<file path="src/hdl/asc128_pkg.sv">
// ============================================================================
// asc128_pkg
// Shared types, codes and helper functions of the Ascon-128 AEAD core:
// the permutation round, byte masks and padding, and the interface codes.
// ============================================================================
`default_nettype none

package asc128_pkg;

	typedef logic [4:0][63:0] lanes_t;

	// Item operations on the input channel.
	localparam logic [1:0] OP_START = 2'd0;
	localparam logic [1:0] OP_AD    = 2'd1;
	localparam logic [1:0] OP_TEXT  = 2'd2;
	localparam logic [1:0] OP_TAG   = 2'd3;

	// Result kinds on the output channel.
	localparam logic [1:0] KIND_TEXT    = 2'd0;
	localparam logic [1:0] KIND_FINAL   = 2'd1;
	localparam logic [1:0] KIND_VERDICT = 2'd2;
	localparam logic [1:0] KIND_SEQ_ERR = 2'd3;

	// Configuration register indexes.
	localparam int unsigned CFG_IDX_W = 1;
	localparam logic [CFG_IDX_W-1:0] CFG_KEY_HIGH = 1'd0;
	localparam logic [CFG_IDX_W-1:0] CFG_KEY_LOW  = 1'd1;

	localparam logic [63:0] ASCON_IV   = 64'h80400c0600000000;
	localparam logic [3:0]  FULL_BYTES = 4'd8;
	localparam logic [3:0]  ROUND_FIRST_INIT = 4'd0;
	localparam logic [3:0]  ROUND_FIRST_DATA = 4'd6;
	localparam logic [3:0]  ROUND_LAST = 4'd11;

	function automatic logic [63:0] rotr(logic [63:0] v, int unsigned n);
		return (v >> n) | (v << (64 - n));
	endfunction

	// One round of the permutation; rc is the round constant byte.
	function automatic lanes_t asc_round(lanes_t s, logic [7:0] rc);
		logic [63:0] x0, x1, x2, x3, x4;
		logic [63:0] t0, t1, t2, t3, t4;
		lanes_t r;
		x0 = s[0]; x1 = s[1]; x2 = s[2]; x3 = s[3]; x4 = s[4];
		x2 = x2 ^ {56'd0, rc};
		x0 = x0 ^ x4; x4 = x4 ^ x3; x2 = x2 ^ x1;
		t0 = ~x0 & x1; t1 = ~x1 & x2; t2 = ~x2 & x3; t3 = ~x3 & x4; t4 = ~x4 & x0;
		x0 = x0 ^ t1; x1 = x1 ^ t2; x2 = x2 ^ t3; x3 = x3 ^ t4; x4 = x4 ^ t0;
		x1 = x1 ^ x0; x0 = x0 ^ x4; x3 = x3 ^ x2; x2 = ~x2;
		r[0] = x0 ^ rotr(x0, 19) ^ rotr(x0, 28);
		r[1] = x1 ^ rotr(x1, 61) ^ rotr(x1, 39);
		r[2] = x2 ^ rotr(x2, 1)  ^ rotr(x2, 6);
		r[3] = x3 ^ rotr(x3, 10) ^ rotr(x3, 17);
		r[4] = x4 ^ rotr(x4, 7)  ^ rotr(x4, 41);
		return r;
	endfunction

	// Mask of the leading n bytes, n from 0 to 8.
	function automatic logic [63:0] lead_mask(logic [3:0] n);
		logic [63:0] m;
		m = '0;
		for (int b = 0; b < 8; b++) begin
			if (4'(b) < n) begin
				m[63-8*b -: 8] = 8'hff;
			end
		end
		return m;
	endfunction

	// Padding byte placed right after the leading n bytes, n from 0 to 7.
	function automatic logic [63:0] pad_bits(logic [3:0] n);
		logic [63:0] p;
		p = '0;
		for (int b = 0; b < 8; b++) begin
			if (4'(b) == n) begin
				p[63-8*b -: 8] = 8'h80;
			end
		end
		return p;
	endfunction

endpackage

`default_nettype wire

</file>
<file path="src/hdl/ascon128_aead_core_top.sv">
// ============================================================================
// ascon128_aead_core_top
// Ascon-128 authenticated encryption core with one shared permutation round.
// ============================================================================
// Usage:
// The key is written through the configuration channel (index 0 upper half,
// index 1 lower half) while the core is idle; cfg_ready is always high.
// Input words carry an op: start with nonce, associated-data block, text
// block or tag to verify. in_ready is high only while the sequencer is idle.
// One permutation round runs per cycle in a single round unit. A start word
// runs 12 rounds after its accept step, a full associated-data or text block
// the shorter data permutation, and a final text block the full permutation;
// when the text word also closes associated data, a closing data permutation
// and a text step come first.
// Results leave through an output register. A new input word is taken while
// a result still waits there; if the receiver stalls and another result is
// ready, the sequencer holds it until the register frees.
// Sequence errors and tag verdicts go via the emit state to the output register.
// After reset the key, the state lanes and all phases are zero/idle and no
// result is pending.
// ============================================================================
`default_nettype none

module ascon128_aead_core_top
	import asc128_pkg::*;
(
	input  wire logic                 clk,
	input  wire logic                 arst_n,
	input  wire logic                 cfg_valid,
	output logic                      cfg_ready,
	input  wire logic [CFG_IDX_W-1:0] cfg_index,
	input  wire logic [63:0]          cfg_data,
	input  wire logic                 in_valid,
	output logic                      in_ready,
	input  wire logic [1:0]           op,
	input  wire logic                 decrypt,
	input  wire logic [63:0]          word_first,
	input  wire logic [63:0]          word_second,
	input  wire logic [3:0]           byte_count,
	output logic                      out_valid,
	input  wire logic                 out_ready,
	output logic [1:0]                kind,
	output logic [63:0]               text,
	output logic [3:0]                text_bytes,
	output logic [63:0]               tag_high,
	output logic [63:0]               tag_low,
	output logic                      tag_ok
);

	typedef enum logic [3:0] {
		ST_IDLE = 4'b0001,
		ST_PERM = 4'b0010,
		ST_TEXT = 4'b0100,
		ST_EMIT = 4'b1000
	} state_t;

	typedef enum logic [1:0] {
		PH_IDLE = 2'd0,
		PH_AD   = 2'd1,
		PH_TEXT = 2'd2,
		PH_TAG  = 2'd3
	} phase_t;

	typedef enum logic [2:0] {
		JOB_INIT  = 3'd0,
		JOB_AD    = 3'd1,
		JOB_CLOSE = 3'd2,
		JOB_TEXT  = 3'd3,
		JOB_FINAL = 3'd4
	} job_t;

	state_t      state_q, state_d;
	phase_t      phase_q, phase_d;
	job_t        job_q, job_d;
	logic        dec_q, dec_d;
	logic        ad_seen_q, ad_seen_d;
	logic [3:0]  rnd_q, rnd_d;
	lanes_t      lanes_q, lanes_d;
	logic [63:0] key_high_q, key_low_q;

	logic [63:0] data_q, data_d;
	logic [3:0]  cnt_q, cnt_d;
	logic [1:0]  pend_kind_q, pend_kind_d;
	logic [63:0] pend_text_q, pend_text_d;
	logic [3:0]  pend_bytes_q, pend_bytes_d;
	logic        pend_ok_q, pend_ok_d;
	logic        pend_tag_q, pend_tag_d;

	logic        out_valid_q;
	logic [1:0]  kind_q;
	logic [63:0] text_q;
	logic [3:0]  text_bytes_q;
	logic [63:0] tag_high_q, tag_low_q;
	logic        tag_ok_q;

	logic        in_fire;
	logic [3:0]  in_cnt;
	logic [63:0] in_data;
	lanes_t      rnd_lanes, post_lanes;
	logic        rnd_last;
	logic        slot_free, emit_req, emit_fire;
	lanes_t      emit_lanes;

	// Text step operands, shared by the accept path and the step after closing AD.
	logic [3:0]  tx_cnt;
	logic [63:0] tx_data, tx_mask, tx_txt, tx_l0;
	lanes_t      tx_base, tx_lanes;
	logic        tx_full;

	assign cfg_ready = 1'b1;
	assign in_ready  = (state_q == ST_IDLE);
	assign in_fire   = in_valid && in_ready;
	assign in_cnt    = (byte_count > FULL_BYTES) ? FULL_BYTES : byte_count;
	assign in_data   = word_first & lead_mask(in_cnt);

	assign rnd_lanes = asc_round(lanes_q, {~rnd_q, rnd_q});
	assign rnd_last  = (rnd_q == ROUND_LAST);
	assign slot_free = !out_valid_q || out_ready;

	always_comb begin
		tx_cnt  = (state_q == ST_TEXT) ? cnt_q : in_cnt;
		tx_data = (state_q == ST_TEXT) ? data_q : in_data;
		tx_base = lanes_q;
		// A text word arriving in the AD phase with no AD absorbed only
		// closes the phase by flipping the domain bit.
		if (state_q != ST_TEXT && phase_q == PH_AD) begin
			tx_base[4] = lanes_q[4] ^ 64'd1;
		end
		tx_mask = lead_mask(tx_cnt);
		if (dec_q) begin
			tx_txt = (tx_base[0] ^ tx_data) & tx_mask;
			tx_l0  = (tx_base[0] & ~tx_mask) | tx_data;
		end else begin
			tx_l0  = tx_base[0] ^ tx_data;
			tx_txt = tx_l0 & tx_mask;
		end
		tx_full  = (tx_cnt == FULL_BYTES);
		tx_lanes = tx_base;
		if (tx_full) begin
			tx_lanes[0] = tx_l0;
		end else begin
			tx_lanes[0] = tx_l0 ^ pad_bits(tx_cnt);
			tx_lanes[1] = tx_base[1] ^ key_high_q;
			tx_lanes[2] = tx_base[2] ^ key_low_q;
		end
	end

	// Key and domain additions that follow the last round of a job.
	always_comb begin
		post_lanes = rnd_lanes;
		unique case (job_q)
			JOB_INIT, JOB_FINAL: begin
				post_lanes[3] = rnd_lanes[3] ^ key_high_q;
				post_lanes[4] = rnd_lanes[4] ^ key_low_q;
			end
			JOB_AD: begin
				if (cnt_q != FULL_BYTES) begin
					post_lanes[4] = rnd_lanes[4] ^ 64'd1;
				end
			end
			JOB_CLOSE: begin
				post_lanes[4] = rnd_lanes[4] ^ 64'd1;
			end
			JOB_TEXT: begin
				post_lanes = rnd_lanes;
			end
			default: begin
				post_lanes = rnd_lanes;
			end
		endcase
	end

	always_comb begin
		state_d      = state_q;
		phase_d      = phase_q;
		job_d        = job_q;
		dec_d        = dec_q;
		ad_seen_d    = ad_seen_q;
		rnd_d        = rnd_q;
		lanes_d      = lanes_q;
		data_d       = data_q;
		cnt_d        = cnt_q;
		pend_kind_d  = pend_kind_q;
		pend_text_d  = pend_text_q;
		pend_bytes_d = pend_bytes_q;
		pend_ok_d    = pend_ok_q;
		pend_tag_d   = pend_tag_q;
		emit_req     = 1'b0;
		emit_lanes   = lanes_q;

		unique case (state_q)
			ST_IDLE: begin
				if (in_fire) begin
					data_d       = in_data;
					cnt_d        = in_cnt;
					pend_kind_d  = KIND_SEQ_ERR;
					pend_text_d  = '0;
					pend_bytes_d = '0;
					pend_ok_d    = 1'b0;
					pend_tag_d   = 1'b0;
					unique case (op)
						OP_START: begin
							lanes_d   = {word_second, word_first, key_low_q, key_high_q,
								ASCON_IV};
							dec_d     = decrypt;
							ad_seen_d = 1'b0;
							phase_d   = PH_AD;
							job_d     = JOB_INIT;
							rnd_d     = ROUND_FIRST_INIT;
							state_d   = ST_PERM;
						end
						OP_AD: begin
							if (phase_q != PH_AD) begin
								state_d = ST_EMIT;
							end else if (in_cnt == FULL_BYTES) begin
								lanes_d[0] = lanes_q[0] ^ in_data;
								job_d      = JOB_AD;
								rnd_d      = ROUND_FIRST_DATA;
								state_d    = ST_PERM;
							end else if (in_cnt != 4'd0 || ad_seen_q) begin
								lanes_d[0] = lanes_q[0] ^ in_data ^ pad_bits(in_cnt);
								job_d      = JOB_AD;
								rnd_d      = ROUND_FIRST_DATA;
								state_d    = ST_PERM;
							end else begin
								lanes_d[4] = lanes_q[4] ^ 64'd1;
								phase_d    = PH_TEXT;
							end
						end
						OP_TEXT: begin
							if (phase_q == PH_AD && ad_seen_q) begin
								lanes_d[0] = lanes_q[0] ^ pad_bits(4'd0);
								job_d      = JOB_CLOSE;
								rnd_d      = ROUND_FIRST_DATA;
								state_d    = ST_PERM;
							end else if (phase_q == PH_AD || phase_q == PH_TEXT) begin
								phase_d      = PH_TEXT;
								lanes_d      = tx_lanes;
								pend_text_d  = tx_txt;
								pend_bytes_d = tx_cnt;
								pend_kind_d  = tx_full ? KIND_TEXT : KIND_FINAL;
								pend_tag_d   = !tx_full && !dec_q;
								job_d        = tx_full ? JOB_TEXT : JOB_FINAL;
								rnd_d        = tx_full ? ROUND_FIRST_DATA : ROUND_FIRST_INIT;
								state_d      = ST_PERM;
							end else begin
								state_d = ST_EMIT;
							end
						end
						OP_TAG: begin
							if (phase_q == PH_TAG) begin
								pend_kind_d = KIND_VERDICT;
								pend_ok_d   = (word_first == lanes_q[3]) &&
									(word_second == lanes_q[4]);
								phase_d     = PH_IDLE;
							end
							state_d = ST_EMIT;
						end
						default: begin
							state_d = ST_EMIT;
						end
					endcase
				end
			end
			ST_PERM: begin
				rnd_d   = rnd_q + 4'd1;
				lanes_d = rnd_lanes;
				if (rnd_last) begin
					rnd_d   = '0;
					lanes_d = post_lanes;
					unique case (job_q)
						JOB_INIT: begin
							state_d = ST_IDLE;
						end
						JOB_AD: begin
							if (cnt_q == FULL_BYTES) begin
								ad_seen_d = 1'b1;
							end else begin
								phase_d = PH_TEXT;
							end
							state_d = ST_IDLE;
						end
						JOB_CLOSE: begin
							phase_d = PH_TEXT;
							state_d = ST_TEXT;
						end
						JOB_TEXT, JOB_FINAL: begin
							if (job_q == JOB_FINAL) begin
								phase_d = dec_q ? PH_TAG : PH_IDLE;
							end
							emit_req   = 1'b1;
							emit_lanes = post_lanes;
							state_d    = slot_free ? ST_IDLE : ST_EMIT;
						end
						default: begin
							state_d = ST_IDLE;
						end
					endcase
				end
			end
			ST_TEXT: begin
				lanes_d      = tx_lanes;
				pend_text_d  = tx_txt;
				pend_bytes_d = tx_cnt;
				pend_kind_d  = tx_full ? KIND_TEXT : KIND_FINAL;
				pend_tag_d   = !tx_full && !dec_q;
				pend_ok_d    = 1'b0;
				job_d        = tx_full ? JOB_TEXT : JOB_FINAL;
				rnd_d        = tx_full ? ROUND_FIRST_DATA : ROUND_FIRST_INIT;
				state_d      = ST_PERM;
			end
			ST_EMIT: begin
				emit_req = 1'b1;
				if (slot_free) begin
					state_d = ST_IDLE;
				end
			end
			default: begin
				state_d = ST_IDLE;
			end
		endcase
	end

	assign emit_fire = emit_req && slot_free;

	always_ff @(posedge clk or negedge arst_n) begin
		if (!arst_n) begin
			state_q     <= ST_IDLE;
			phase_q     <= PH_IDLE;
			job_q       <= JOB_INIT;
			dec_q       <= 1'b0;
			ad_seen_q   <= 1'b0;
			rnd_q       <= '0;
			lanes_q     <= '0;
			key_high_q  <= '0;
			key_low_q   <= '0;
			out_valid_q <= 1'b0;
		end else begin
			state_q   <= state_d;
			phase_q   <= phase_d;
			job_q     <= job_d;
			dec_q     <= dec_d;
			ad_seen_q <= ad_seen_d;
			rnd_q     <= rnd_d;
			lanes_q   <= lanes_d;
			if (cfg_valid) begin
				unique case (cfg_index)
					CFG_KEY_HIGH: key_high_q <= cfg_data;
					CFG_KEY_LOW:  key_low_q  <= cfg_data;
					default: begin
						key_high_q <= key_high_q;
					end
				endcase
			end
			if (emit_fire) begin
				out_valid_q <= 1'b1;
			end else if (out_ready) begin
				out_valid_q <= 1'b0;
			end
		end
	end

	always_ff @(posedge clk) begin
		data_q       <= data_d;
		cnt_q        <= cnt_d;
		pend_kind_q  <= pend_kind_d;
		pend_text_q  <= pend_text_d;
		pend_bytes_q <= pend_bytes_d;
		pend_ok_q    <= pend_ok_d;
		pend_tag_q   <= pend_tag_d;
		if (emit_fire) begin
			kind_q       <= pend_kind_q;
			text_q       <= pend_text_q;
			text_bytes_q <= pend_bytes_q;
			tag_ok_q     <= pend_ok_q;
			tag_high_q   <= pend_tag_q ? emit_lanes[3] : 64'd0;
			tag_low_q    <= pend_tag_q ? emit_lanes[4] : 64'd0;
		end
	end

	assign out_valid  = out_valid_q;
	assign kind       = kind_q;
	assign text       = text_q;
	assign text_bytes = text_bytes_q;
	assign tag_high   = tag_high_q;
	assign tag_low    = tag_low_q;
	assign tag_ok     = tag_ok_q;

endmodule

`default_nettype wire

</file>
<file path="config.mk">
export PLATFORM = sky130hd
export DESIGN_NAME = ascon128_aead_core_top
export DESIGN_NICKNAME = d
export VERILOG_FILES = /design/src/hdl/asc128_pkg.sv /design/src/hdl/ascon128_aead_core_top.sv
export SDC_FILE = /design/constraint.sdc
export NUM_CORES = 2
export LEC_CHECK = 0
export BUFFER_PORTS_ARGS = -buffer_cell sky130_fd_sc_hd__buf_2
export CAP_MARGIN = 40
export CORE_MARGIN = 5
export CORE_UTILIZATION = 55
export CTS_CLUSTER_SIZE = 16
export DETAILED_ROUTE_END_ITERATION = 8
export PLACE_DENSITY = 0.74
export SETUP_SLACK_MARGIN = 0.2
export SLEW_MARGIN = 20
export SYNTH_ARGS = -nofsm -noshare
export SYNTH_HDL_FRONTEND = slang
export SYNTH_SLANG_ARGS = --single-unit
</file>
<file path="constraint.sdc">
create_clock -name clk -period 13.45 [get_ports clk]
set_input_delay 2.0175 -clock clk [delete_from_list [all_inputs] [get_ports clk]]
set_output_delay 2.0175 -clock clk [all_outputs]
set_load 0.1 [all_outputs]
</file>
==> run metrics <==
Detail Route Antenna Nets 0; area grow syn2layout 14.4%; I/O Pins 407; fin. max-slew vios 0; core box area between 0.1 and 0.15 mm²; Final Cycle Share between 30% and 40%; kind of end point of the critical path flop; share of cells above drive strength 1 ~16%; iteration count of the initial detailed-routing pass 8; Synth Warn # 0; FF-to-FF path depth 9; IO buf count 405; DRT iter0 DRCs approximately 9800; worst setup path class reg -> reg; Synth Area in Simple Gates 9.15%; worst skew pair latency 750 ps; r2r endpoint tag_high[30]$_SDFFCE_PN0P_; CTS Buf Count 91; data arrival time of the critical path 5570 ps; nature of the critical path startpoint flop; Die ar. 0.112 mm²; Synth area leader dfrtp_1; asr flop ratio synth between 50% and 60%; largest family of logic cells by synthesized area XOR/XNOR gates; Mapped Area 0.0578 mm²; largest net degree at the start of global routing 144; Synth cell types between 80 and 90; initial core utilization 55.2%; # H-tree levels 3; Final min period 5220 ps; Slowest-stage cell, CP buf_4; Hold-fix buffers, CTS 0; Total Routed Length 295 mm; Net Count, Synth 6452; die width 334 µm; DRC 0; max cap viols 0; top cells by count, synth xnor2_1 (1002), o21ai_0 (654), nand2_1 (465); Max Fclk between 150 and 200 MHz; Yosys top cell area share 20.0%; dominant synthesized flop cell dfrtp_1; RD Place Congestion approximately 1.2; gr ovfl total 0; Reg-to-Reg Start state_q[1]$_DFFE_PN0P_; mean routed wirelength per cell 36.9 µm; Rel. slew slack 28.5%; Vias/cell 6.96; R2R Setup Slk 8230 ps; Setup Fix Bufs, Post-CTS 0; # setup viols final 0; XOR/XNOR Fraction of Synth Area a little under a quarter; worst slew pin tran 1070 ps; post-synthesis compound-gate area fraction 18.5%; global-route wire length before repair 403 mm; cell with the most instances after synthesis xnor2_1; Final Hold Viols 0; Worst Path Required between 10000 and 15000 ps; CTS resizes 0; CP startpoint state_q[1]$_DFFE_PN0P_; # rows 119; Layout Skew 30.6 ps; Area contributors post-synth dfrtp_1 (20%), edfxtp_1 (18%), xnor2_1 (15%), o21ai_0 (5.7%), xor2_1 (4.9%); Die Y 334 µm; CP Max Fanout 60; Post-DP HPWL approximately 220 mm; # clock sinks 803; Yosys reg bits between 800 and 900; Syn Inst Count between 6000 and 7000; cell mode on critical path buf_4; DR vias 55645; GRT Overall Usage 50.9%; Sum Neg Setup Slack 0 ps; vias in the first global route 51111; status finished, final reports clean; CTS clk-pin slew, worst paths roughly 60 ps; unrepaired setup endpoints after global routing no; crit-path max cell delay 730 ps; CTS tree built; register area share after synthesis a little under two fifths; mux contribution to synthesized area around 3.6%; adder-cell share of the synthesized area 4.01%; CTS root buf clkbuf_16; CP Cell Sequence nor2b_1 > and2_4 > nand2_2 > nor2_4 > nor2_1 > nor2_4 > buf_4 > buf_4 > buf_4; EDFF count, synth 339; worst-case clock buffer depth 3; Nets 6852; Hold/Removal Path Class reg -> reg; Mean Syn Cell Area 9.46 µm²; end point of the critical path tag_high[30]$_SDFFCE_PN0P_; initial antenna violation count 31
[worst max-delay path, delay by kind of cell (launching register included)]
family | cells | cell delay, ps
buf+inv | 3 | 2050
flops | 1 | 490
simple gates | 6 | 2110
[cell usage in the layout (no fill, tap or decap), types with 23 or more instances in the layout]
cell	Yosys	routed
xnor2_1	1002	988
o21ai_0	654	653
dfrtp_1	463	462
nand2_1	465	460
buf_2	52	422
a21oi_1	370	370
edfxtp_1	339	339
xor2_1	324	323
nor2_1	304	297
inv_1	249	248
buf_4	2	222
a22oi_1	141	141
mux2_2	136	136
ha_1	135	135
nand3_1	112	112
clkbuf_16	0	92
o221ai_1	77	77
o211ai_1	74	74
xnor3_1	66	66
a211oi_1	63	63
maj3_1	63	63
nor3_1	59	57
o22a_1	50	50
mux2i_1	50	49
nand4_1	41	41
and2_1	39	38
a31oi_1	30	30
o22ai_1	30	30
a221oi_1	29	29
and4_1	25	25
a211o_1	23	23
[logic make-up after synthesis]
group | count (synthesis)
AO/OA/AOI/OAI | 1722
XOR/XNOR | 1392
adder cells (fa/ha/maj) | 198
buffers and inverters | 642
flip-flops | 803
multiplexers | 188
other | 1
AND/OR/NAND/NOR | 1166
[metal layers]
layer  track usage, %  vias up  share of wire [%]
met5             1.57        -               0.13
met4             35.1       23                9.5
met3             23.6     1279                 16
met2             70.3     5000                 39
met1             63.1    26764                 35
li1                 -    22579                  -
[through the flow]
stage / instance area (µm²) / utilization, % / worst slack, ps / hold WS (ps) / cells
finish: 66200 / 63.1 / 8230 / 419 / 7996
floorplan: 57800 / - / 2350 / 400 / 6112
detailed placement: 62500 / 59.7 / 7900 / 405 / 7779
global placement: 61300 / 58.5 / 7380 / 401 / 7653
global route: 66100 / 63.1 / 8020 / 423 / 7983
CTS: 65800 / 62.7 / 8330 / 418 / 7951
[worst min-delay path by stage]
stage,cells past startpoint,to,from,slack [ps]
after floorplan,0,kind[0]$_DFFE_PP_,pend_kind_q[0]$_DFFE_PP_,400
after global placement,0,text[30]$_DFFE_PP_,pend_text_q[30]$_DFFE_PP_,400
after detailed placement,0,text[18]$_DFFE_PP_,pend_text_q[18]$_DFFE_PP_,400
after CTS,0,text[46]$_DFFE_PP_,pend_text_q[46]$_DFFE_PP_,420
after global routing,0,text[57]$_DFFE_PP_,pend_text_q[57]$_DFFE_PP_,420
final,0,text[20]$_DFFE_PP_,pend_text_q[20]$_DFFE_PP_,420
[flip-flops by register name (all words and copies together), names as in the netlist, 64 cells and up]
name,flops
key_low_q,64
pend_text_q,64
tag_low,64
data_q,64
lanes_q,320
text,64
tag_high,64
key_high_q,64
[layout make-up]
type	instances	area [µm²]
Fill cell	8687	38700
Antenna cell	14	35.0
Clock buffer	113	2450
Timing Repair Buffer	696	4630
Sequential cell	803	21800
Tap cell	1391	1740
Inverter	253	950
Clock inverter	59	768
Multi-Input combinational cell	4667	33800
Power is not shown: default switching activity piles up to over one toggle a cycle in this logic, so the estimate is an artifact.
